===== config.mk =====
export PLATFORM = sky130hd
export DESIGN_NAME = cartridge_bank_controller
export DESIGN_NICKNAME = d
export VERILOG_FILES = /design/src/hw/rtl/cbc_pkg.sv /design/src/hw/rtl/cbc_next_state.sv /design/src/hw/rtl/cartridge_bank_controller.sv
export SDC_FILE = /design/constraint.sdc
export NUM_CORES = 1
export LEC_CHECK = 0
export ABC_AREA = 1
export BUFFER_PORTS_ARGS = -buffer_cell sky130_fd_sc_hd__buf_2
export CORE_ASPECT_RATIO = 0.7
export CORE_MARGIN = 2
export CORE_UTILIZATION = 62
export CTS_CLUSTER_DIAMETER = 50
export DETAILED_ROUTE_END_ITERATION = 6
export PLACE_DENSITY = 0.85
export SLEW_MARGIN = 20
export SYNTH_ARGS = -nofsm -noshare
export SYNTH_HDL_FRONTEND = slang
export SYNTH_HIERARCHICAL = 1
export SYNTH_SLANG_ARGS = --single-unit

===== constraint.sdc =====
create_clock -name clk -period 4.4 [get_ports clk]
set_clock_uncertainty 0.15 [all_clocks]
set_input_delay 0.22 -clock clk [delete_from_list [all_inputs] [get_ports clk]]
set_output_delay 0.22 -clock clk [all_outputs]
set_load 0.03 [all_outputs]

===== src/hw/rtl/cbc_pkg.sv =====
// Shared types and codes for the cartridge bank controller.
// Depends on nothing; imported by every other RTL file of the block.
`default_nettype none

package cbc_pkg;

	// Controller kinds held in the kind configuration register
	localparam logic [1:0] KIND_NONE = 2'd0;
	localparam logic [1:0] KIND_MBC1 = 2'd1;
	localparam logic [1:0] KIND_MBC3 = 2'd2;
	localparam logic [1:0] KIND_MBC5 = 2'd3;

	// Configuration register indexes
	localparam logic CFG_CONTROLLER_KIND = 1'b0;
	localparam logic CFG_HAS_CART_RAM    = 1'b1;
	localparam int   CFG_DATA_W          = 2;

	// Register picked by address bits 13-14
	localparam logic [1:0] REG_RAM_ENABLE = 2'd0;
	localparam logic [1:0] REG_ROM_BANK   = 2'd1;
	localparam logic [1:0] REG_RAM_BANK   = 2'd2;
	localparam logic [1:0] REG_MODE_LATCH = 2'd3;

	// Data byte codes
	localparam logic [7:0] RAM_ENABLE_ON  = 8'h0A;
	localparam logic [7:0] RAM_ENABLE_OFF = 8'h00;
	localparam logic [7:0] LATCH_ARM      = 8'h00;
	localparam logic [7:0] LATCH_FIRE     = 8'h01;

	// Reset values
	localparam logic [8:0] ROM_BANK_RESET = 9'd1;

	typedef struct packed {
		logic [14:0] addr;
		logic [7:0]  wdata;
	} in_item_t;

	typedef struct packed {
		logic [8:0] rom_bank;
		logic       ram_active;
		logic       ram_attached;
		logic [3:0] mapped_ram_bank;
		logic [7:0] selected_ram_bank;
		logic       latch_pulse;
		logic       write_error;
	} out_item_t;

	typedef struct packed {
		logic [8:0] rom_bank;
		logic [7:0] ram_sel;
		logic       ram_en;
		logic       ram_attached;
		logic [3:0] mapped_bank;
		logic       mode;
		logic       latch_armed;
	} bank_state_t;

	typedef struct packed {
		logic pulse;
		logic err;
	} step_flags_t;

endpackage : cbc_pkg

`default_nettype wire


===== src/hw/rtl/cbc_next_state.sv =====
// Next-state decode of the bank registers for one CPU write.
// Depends on cbc_pkg; purely combinational, used by the top level.
`default_nettype none

module cbc_next_state
	import cbc_pkg::*;
(
	input  logic [1:0]  kind,
	input  bank_state_t cur,
	input  in_item_t    item,
	output bank_state_t nxt,
	output step_flags_t flags
);

	logic [1:0] reg_sel;
	logic [7:0] val;
	logic       mbc3;

	assign reg_sel = item.addr[14:13];
	assign val     = item.wdata;
	assign mbc3    = (kind == KIND_MBC3);

	always_comb begin
		nxt         = cur;
		flags.pulse = 1'b0;
		flags.err   = 1'b0;
		unique case (kind)
			KIND_NONE: begin
				flags.err = 1'b1;
			end
			default: begin
				unique case (reg_sel)
					REG_RAM_ENABLE: begin
						if (val == RAM_ENABLE_OFF) begin
							nxt.ram_attached = 1'b0;
							nxt.ram_en       = 1'b0;
						end else if (val == RAM_ENABLE_ON) begin
							nxt.ram_en = 1'b1;
							if (mbc3 && (cur.ram_sel >= 8'd4)) begin
								nxt.ram_attached = 1'b0;
							end else if (!cur.ram_attached) begin
								nxt.ram_attached = 1'b1;
								nxt.mapped_bank  = cur.ram_sel[3:0];
							end
						end
					end
					REG_ROM_BANK: begin
						unique case (kind)
							KIND_MBC1: nxt.rom_bank = {4'd0, val[4:0]};
							KIND_MBC3: nxt.rom_bank = (val == 8'd0) ? ROM_BANK_RESET
								: {1'b0, val};
							default: begin
								// MBC5: bit 12 picks the high bank bit
								if (item.addr[12])
									nxt.rom_bank = {val[0], cur.rom_bank[7:0]};
								else
									nxt.rom_bank = {cur.rom_bank[8], val};
							end
						endcase
					end
					REG_RAM_BANK: begin
						unique case (kind)
							KIND_MBC1: begin
								if (cur.mode) begin
									if ({6'd0, val[1:0]} != cur.ram_sel) begin
										nxt.ram_sel = {6'd0, val[1:0]};
										if (cur.ram_en && !cur.ram_attached) begin
											nxt.ram_attached = 1'b1;
											nxt.mapped_bank  = {2'd0, val[1:0]};
										end
									end
								end else begin
									nxt.rom_bank = {2'd0, val[1:0], cur.rom_bank[4:0]};
								end
							end
							KIND_MBC3: begin
								// clock register select unmaps RAM; 4 to 7 is dropped
								if (val >= 8'd8) begin
									nxt.ram_sel      = val;
									nxt.ram_attached = 1'b0;
								end else if ((val < 8'd4) && (cur.ram_sel != val)) begin
									nxt.ram_sel = val;
									if (cur.ram_en) begin
										nxt.ram_attached = 1'b1;
										nxt.mapped_bank  = val[3:0];
									end else begin
										nxt.ram_attached = 1'b0;
									end
								end
							end
							default: begin
								nxt.ram_sel = {4'd0, val[3:0]};
								if (cur.ram_en) begin
									nxt.ram_attached = 1'b1;
									nxt.mapped_bank  = val[3:0];
								end else begin
									nxt.ram_attached = 1'b0;
								end
							end
						endcase
					end
					default: begin
						unique case (kind)
							KIND_MBC1: nxt.mode = val[0];
							KIND_MBC3: begin
								if (val == LATCH_ARM) begin
									nxt.latch_armed = 1'b0;
								end else if ((val == LATCH_FIRE) && !cur.latch_armed) begin
									nxt.latch_armed = 1'b1;
									flags.pulse     = 1'b1;
								end
							end
							default: ; // MBC5 ignores this range
						endcase
					end
				endcase
			end
		endcase
	end

endmodule : cbc_next_state

`default_nettype wire


===== src/hw/rtl/cartridge_bank_controller.sv =====
// Top level of the cartridge bank controller: input stage, bank state, result stage.
// Depends on cbc_pkg and cbc_next_state.
//
// Use: each input item is one CPU write to the ROM area (address and data byte).
// The result item reports the mapping after that write: ROM bank, RAM enable,
// RAM mapped flag and bank, RAM/clock select, clock latch pulse and an error
// flag set when no controller kind is configured.
// Channels: in_valid/in_stall/in_item and out_valid/out_stall/out_item; an item
// moves at a rising edge with valid high and stall low.
// Path: an accepted item waits in the input register, then its result is offered
// from the result register. Throughput: one item per cycle while out_stall does not
// hold the result; the bank update is a single pass of decode logic between the
// input register and the result register.
// A stalled result is held in the result register while the input register
// still takes one more item; in_stall rises only when both are full.
// Configuration: cfg_we/cfg_index/cfg_wdata, written while no item is in flight.
// Writing has_cart_ram also loads the RAM mapped flag.
// Reset: controller kind MBC1, cartridge RAM present, ROM bank 1, RAM mapped
// at bank 0 but disabled, latch_armed flag set, both stages empty.
`default_nettype none

module cartridge_bank_controller
	import cbc_pkg::*;
(
	input  logic                  clk,
	input  logic                  arst_n,
	input  logic                  in_valid,
	output logic                  in_stall,
	input  in_item_t              in_item,
	output logic                  out_valid,
	input  logic                  out_stall,
	output out_item_t             out_item,
	input  logic                  cfg_we,
	input  logic                  cfg_index,
	input  logic [CFG_DATA_W-1:0] cfg_wdata
);

	logic        valid_s1;
	in_item_t    item_s1;
	logic        valid_s2;
	out_item_t   res_s2;
	logic [1:0]  kind_q;
	logic        has_ram_q;
	bank_state_t st_q;
	bank_state_t st_nxt;
	step_flags_t flags;
	logic        adv;

	cbc_next_state u_next (
		.kind  (kind_q),
		.cur   (st_q),
		.item  (item_s1),
		.nxt   (st_nxt),
		.flags (flags)
	);

	assign adv      = valid_s1 && (!valid_s2 || !out_stall);
	assign in_stall = valid_s1 && !adv;

	// input stage
	always_ff @(posedge clk or negedge arst_n) begin
		if (!arst_n) begin
			valid_s1 <= 1'b0;
		end else if (!in_stall) begin
			valid_s1 <= in_valid;
		end
	end

	always_ff @(posedge clk) begin
		if (in_valid && !in_stall) begin
			item_s1 <= in_item;
		end
	end

	// configuration and bank state
	always_ff @(posedge clk or negedge arst_n) begin
		if (!arst_n) begin
			kind_q              <= KIND_MBC1;
			has_ram_q           <= 1'b1;
			st_q.rom_bank       <= ROM_BANK_RESET;
			st_q.ram_sel        <= 8'd0;
			st_q.ram_en         <= 1'b0;
			st_q.ram_attached   <= 1'b1;
			st_q.mapped_bank    <= 4'd0;
			st_q.mode           <= 1'b0;
			st_q.latch_armed    <= 1'b1;
		end else if (cfg_we) begin
			unique case (cfg_index)
				CFG_CONTROLLER_KIND: kind_q <= cfg_wdata[1:0];
				default: begin
					has_ram_q         <= cfg_wdata[0];
					st_q.ram_attached <= cfg_wdata[0];
				end
			endcase
		end else if (adv) begin
			st_q <= st_nxt;
		end
	end

	// result stage
	always_ff @(posedge clk or negedge arst_n) begin
		if (!arst_n) begin
			valid_s2 <= 1'b0;
		end else if (adv) begin
			valid_s2 <= 1'b1;
		end else if (!out_stall) begin
			valid_s2 <= 1'b0;
		end
	end

	always_ff @(posedge clk) begin
		if (adv) begin
			res_s2.rom_bank          <= st_nxt.rom_bank;
			res_s2.ram_active        <= st_nxt.ram_en;
			res_s2.ram_attached      <= st_nxt.ram_attached;
			res_s2.mapped_ram_bank   <= st_nxt.mapped_bank;
			res_s2.selected_ram_bank <= st_nxt.ram_sel;
			res_s2.latch_pulse       <= flags.pulse;
			res_s2.write_error       <= flags.err;
		end
	end

	assign out_valid = valid_s2;
	assign out_item  = res_s2;

	a_stall_needs_item: assert property (@(posedge clk) disable iff (!arst_n)
		in_stall |-> valid_s1)
		else $error("input stalled with empty input stage");

	a_adv_fills_result: assert property (@(posedge clk) disable iff (!arst_n)
		adv |=> valid_s2)
		else $error("advanced item did not reach result stage");

	a_state_follows: assert property (@(posedge clk) disable iff (!arst_n)
		(adv && !cfg_we) |=> (st_q == $past(st_nxt)))
		else $error("bank state did not take decoded update");

	a_no_kind_frozen: assert property (@(posedge clk) disable iff (!arst_n)
		(adv && !cfg_we && (kind_q == KIND_NONE)) |=> $stable(st_q))
		else $error("bank state changed with no controller");

	a_err_only_none: assert property (@(posedge clk) disable iff (!arst_n)
		(adv && flags.err) |-> (kind_q == KIND_NONE && !has_ram_q) || (kind_q == KIND_NONE))
		else $error("write error raised with a controller configured");

endmodule : cartridge_bank_controller

`default_nettype wire

Word-level counts from Yosys, hierarchy flattened
Index checks and enable logic that the tools add are counted.

operators by class
  $lt $le $gt $ge = 3
  equality and inequality tests = 10
  multiplexer cells = 42
  bitwise operators = 5
  reduce and logical (&&, ||, !) cells = 26

operators with widths
  cell                count
  $mux 8              6
  $pmux 9 s2          2
  $mux 9              3
  $mux 25             1
  $mux 4              5
  $mux 5              4
  $pmux 5 s2          2
  $pmux 8 s2          1
  $mux 1              14
  $eq 8x1->1 const B  1
  $eq 8x4->1 const B  1
  $ge 8x3->1 const B  1
  $ge 8x4->1 const B  1
  $logic_not 8->1     1
  $lt 8x3->1 const B  1
  $ne 2x8->1          1
  $ne 8x8->1          1
  $logic_and 1x1->1   7
  $mux 7              1
  $logic_not 1->1     6
  $mux 6              1
  $reduce_and 2->1    3
  $reduce_and 6->1    1
  $reduce_or 6->1     1
  10 further kinds    20

word-level totals
  flip-flop bits (word level) = 77
  logic and storage cells = 105

Depth between registers and ports, before layout
  depth in word-level cells = 10
  gate-level depth with buffers = 17
  mapped depth without buffers = 17

By module
The synthesis kept the hierarchy.

modules (own cells, without submodules)
  module                     times used  cells an instance  area each (um2)  seq. area each (um2)
  cartridge_bank_controller  1           180                2746.4           2172.1
  cbc_next_state             1           283                1395.1           0.0

Least setup slack after synthesis
No wires, ideal clock.

  path kind = reg-to-reg
  start = register valid_s2 (netlist: out_valid)
  end = register res_s2 (netlist bit out_item[0]), enable pin
  library setup time = 415 ps
  arrival = 1780 ps
  data required time = 3835 ps
  slack = 2055 ps
  cell stages (with the launch flop) = 2
  clock period less this slack = 2345 ps
  cells stage by stage = dfrtp_1 > a21oi_1

between the ends
  longest elaborated chain between the ends = 3

RTL lines
  element                 line                              RTL
  from (decl)             cartridge_bank_controller.sv:40   logic valid_s2;
  from (signal assigned)  cartridge_bank_controller.sv:103  valid_s2 <= 1'b0;
  from (signal assigned)  cartridge_bank_controller.sv:105  valid_s2 <= 1'b1;
  from (signal assigned)  cartridge_bank_controller.sv:107  valid_s2 <= 1'b0;
  $logic_not 1->1         cartridge_bank_controller.sv:57   assign adv = valid_s1 && (!valid_s2 || !out_stall);
  $logic_or 1x1->1        cartridge_bank_controller.sv:57
  $logic_and 1x1->1       cartridge_bank_controller.sv:57
  net adv                 cartridge_bank_controller.sv:47   logic adv;
  to (decl)               cartridge_bank_controller.sv:41   out_item_t res_s2;

The timed path passes the listed nets, and every way through them passes these cells.
A chain may end at the register's enable or synchronous reset.

==> impl_metrics.env <==
export IMPL_status="completed"
export IMPL_final_area_sq_um=4387
export IMPL_syn_to_final_growth_pct=16.02
export IMPL_fill_cells=418
export IMPL_period_needed_ps=2652
export IMPL_cts_root_buffer="clkbuf_8"
export IMPL_placed_area_sq_um=4028
export IMPL_io_pins=58
export IMPL_grt_pass1_wl_microns=16380
export IMPL_start_kind="register"
export IMPL_syn_num_nets=489
export IMPL_synth_cells=451
export IMPL_drt_initial_drc_count=416
export IMPL_max_freq_ghz=0.3771
export IMPL_clk_path_buf_depth=2
export IMPL_die_h_microns=69.34
export IMPL_floorplan_initialDensity_pct=65.05
export IMPL_grt_max_degree=51
export IMPL_clk_pin_slew_ps=70
export IMPL_dr_pass1_iters=5
export IMPL_total_power_mw=1.998
export IMPL_cts_setup_buffers=0
export IMPL_layout_setup_ws_ps=1748
export IMPL_cts_tree="yes"
export IMPL_dp_slack_ps=1856
export IMPL_finalSetupTns_ps=0
export IMPL_remaining_drc_errors=0
export IMPL_antenna_found_initial=0
export IMPL_finalHoldViolations=0
export IMPL_hpwl_microns=6270
export IMPL_relSlewSlack_pct=46.59
export IMPL_path_max_fanout=14
export IMPL_htree_num_levels=3
export IMPL_routedWlPerCell_microns=16.77
export IMPL_hold_ws_ps=24.56
export IMPL_cts_buffers=9
export IMPL_critPathSlowestCell="ha_1"
export IMPL_p_per_area_nw_per_um2=455.4
export IMPL_vias_per_cell=5.657
export IMPL_grt_pass1_vias=3292
export IMPL_ant_nets=0
export IMPL_crit_family="simple AND/OR/NAND/NOR gates"
export IMPL_numPortBuffers=45
export IMPL_end_kind="register"
export IMPL_diodes=0
export IMPL_rows=23
export IMPL_routed_wl_microns=9962
export IMPL_hold_path_class="in2reg"
export IMPL_path_cells="inv_1, ha_1, inv_2, nand2_1, nand2_1, o2111ai_1, nand3_1, o21ai_0, inv_1, inv_1, o21ai_2"
export IMPL_setup_viol_count_final=0
export IMPL_rsz0062_at_grt="false"
export IMPL_worst_path_buf_inv=4
export IMPL_finalCritPeriodShare_pct=60.27
export IMPL_peakVddDrop_v=0.0003355
export IMPL_drive_gt1_share_pct=21.97
export IMPL_cpMostUsedCell="inv_1"
export IMPL_max_stage_delay_ps=560
export IMPL_die_area_sq_um=6749
export IMPL_syn_avg_cell_area_sq_um=8.384
export IMPL_maxCapViolCount=0
export IMPL_clk_latency_ps=350
export IMPL_clock_sinks=65
export IMPL_fin_nets=552
export IMPL_gp_congestion=0.9439
export IMPL_syn_area_sq_um=3781
export IMPL_slew_viol_final=0
export IMPL_critPathKind="reg2reg"
export IMPL_required_ps=4470
export IMPL_arrival_ps=2720
export IMPL_gr_usage_all_layers_pct=31.19
export IMPL_worstMarginPinSlew_ps=801.2
export IMPL_design_core_area_sq_um=5813
export IMPL_die_x_microns=97.34
export IMPL_p_leak_nw=1.988
export IMPL_ctsResizeCount=0
export IMPL_grt_overflow_total=0
export IMPL_vias=3360
export IMPL_yosys_warnings=6
-- worst reg2reg max path, cell delays in order (launching register included) --
cell	delay, ps
dfstp_2	550
inv_1	70
ha_1	560
inv_2	190
nand2_1	390
nand2_1	110
o2111ai_1	110
nand3_1	100
o21ai_0	80
inv_1	70
inv_1	80
o21ai_2	70
-- cell usage in the layout (no fill, tap or decap), drive strengths merged, types with 2 or more instances in the layout --
cell	count
nand2	157
inv	69
o21ai	48
buf	46
edfxtp	36
dfrtp	25
nand3	25
nor2	25
dlygate4sd3	16
a21oi	14
clkbuf	13
ha	7
nand4	6
o211ai	5
xnor2	5
dfstp	4
o2111ai	3
a31oi	3
clkinv	2
a21boi	2
or2	2
-- area by class of cell --
type	instances	area [sq um]	share of cell area [%]
Sequential cell	65	1812	41.30
Tap cell	75	93.84	2.139
Inverter	69	261.5	5.961
Clock buffer	13	158.9	3.622
Clock inverter	3	40.04	0.9127
Timing Repair Buffer	62	392.9	8.956
Multi-Input combinational cell	307	1628	37.11
-- sequential cells by signal, summed over array words and instances, names as in the netlist --
| signal | count |
|---|---|
| item_s1 | 11 |
| kind_q | 2 |
| out_item | 25 |
| out_valid | 1 |
| st_q | 25 |
| valid_s1 | 1 |
-- report_power, final --
part	internal (mW)	total, mW	switching (mW)
sequential	0.773	0.887	0.113
combinational	0.185	0.596	0.412
clock	0.291	0.514	0.223
-- final timing paths --
check / slack [ps] / depth (start not counted) / to / startpoint
worst max-delay path: 1750 / 11 / st_q[22] / kind_q[0]
worst min-delay path: 20 / 4 / kind_q[0] / cfg_we
worst max register to register: 1750 / 11 / st_q[22] / kind_q[0]
worst min register to register: 320 / 2 / kind_q[0] / kind_q[0]
max in group asynchronous: 3310 / 2 / kind_q[1] / arst_n
min in group asynchronous: 320 / 2 / st_q[24] / arst_n
-- repair_timing --
item                                   in CTS  in global routing
endpoints found under the hold margin      39                  0
setup endpoints to repair                   0                  0
hold buffers                               16                  0
-- metrics by stage --
step                util (%)  std cells
floorplan                  -        451
global placement       69.29        562
detailed placement     69.29        562
CTS                    75.46        594
global route           75.46        594
finish                 75.46        594
-- metal layers --
| metal | share of wire [%] | GRT usage (%) | routed length, microns |
|---|---|---|---|
| met4 | 1.8 | 10.65 | 176 |
| met2 | 46 | 49.23 | 4533 |
| met5 | 0 | 0 | 0 |
| met1 | 44 | 42.83 | 4342 |
| met3 | 9.1 | 7.460 | 909 |
Power figures use the tool's default switching activity.
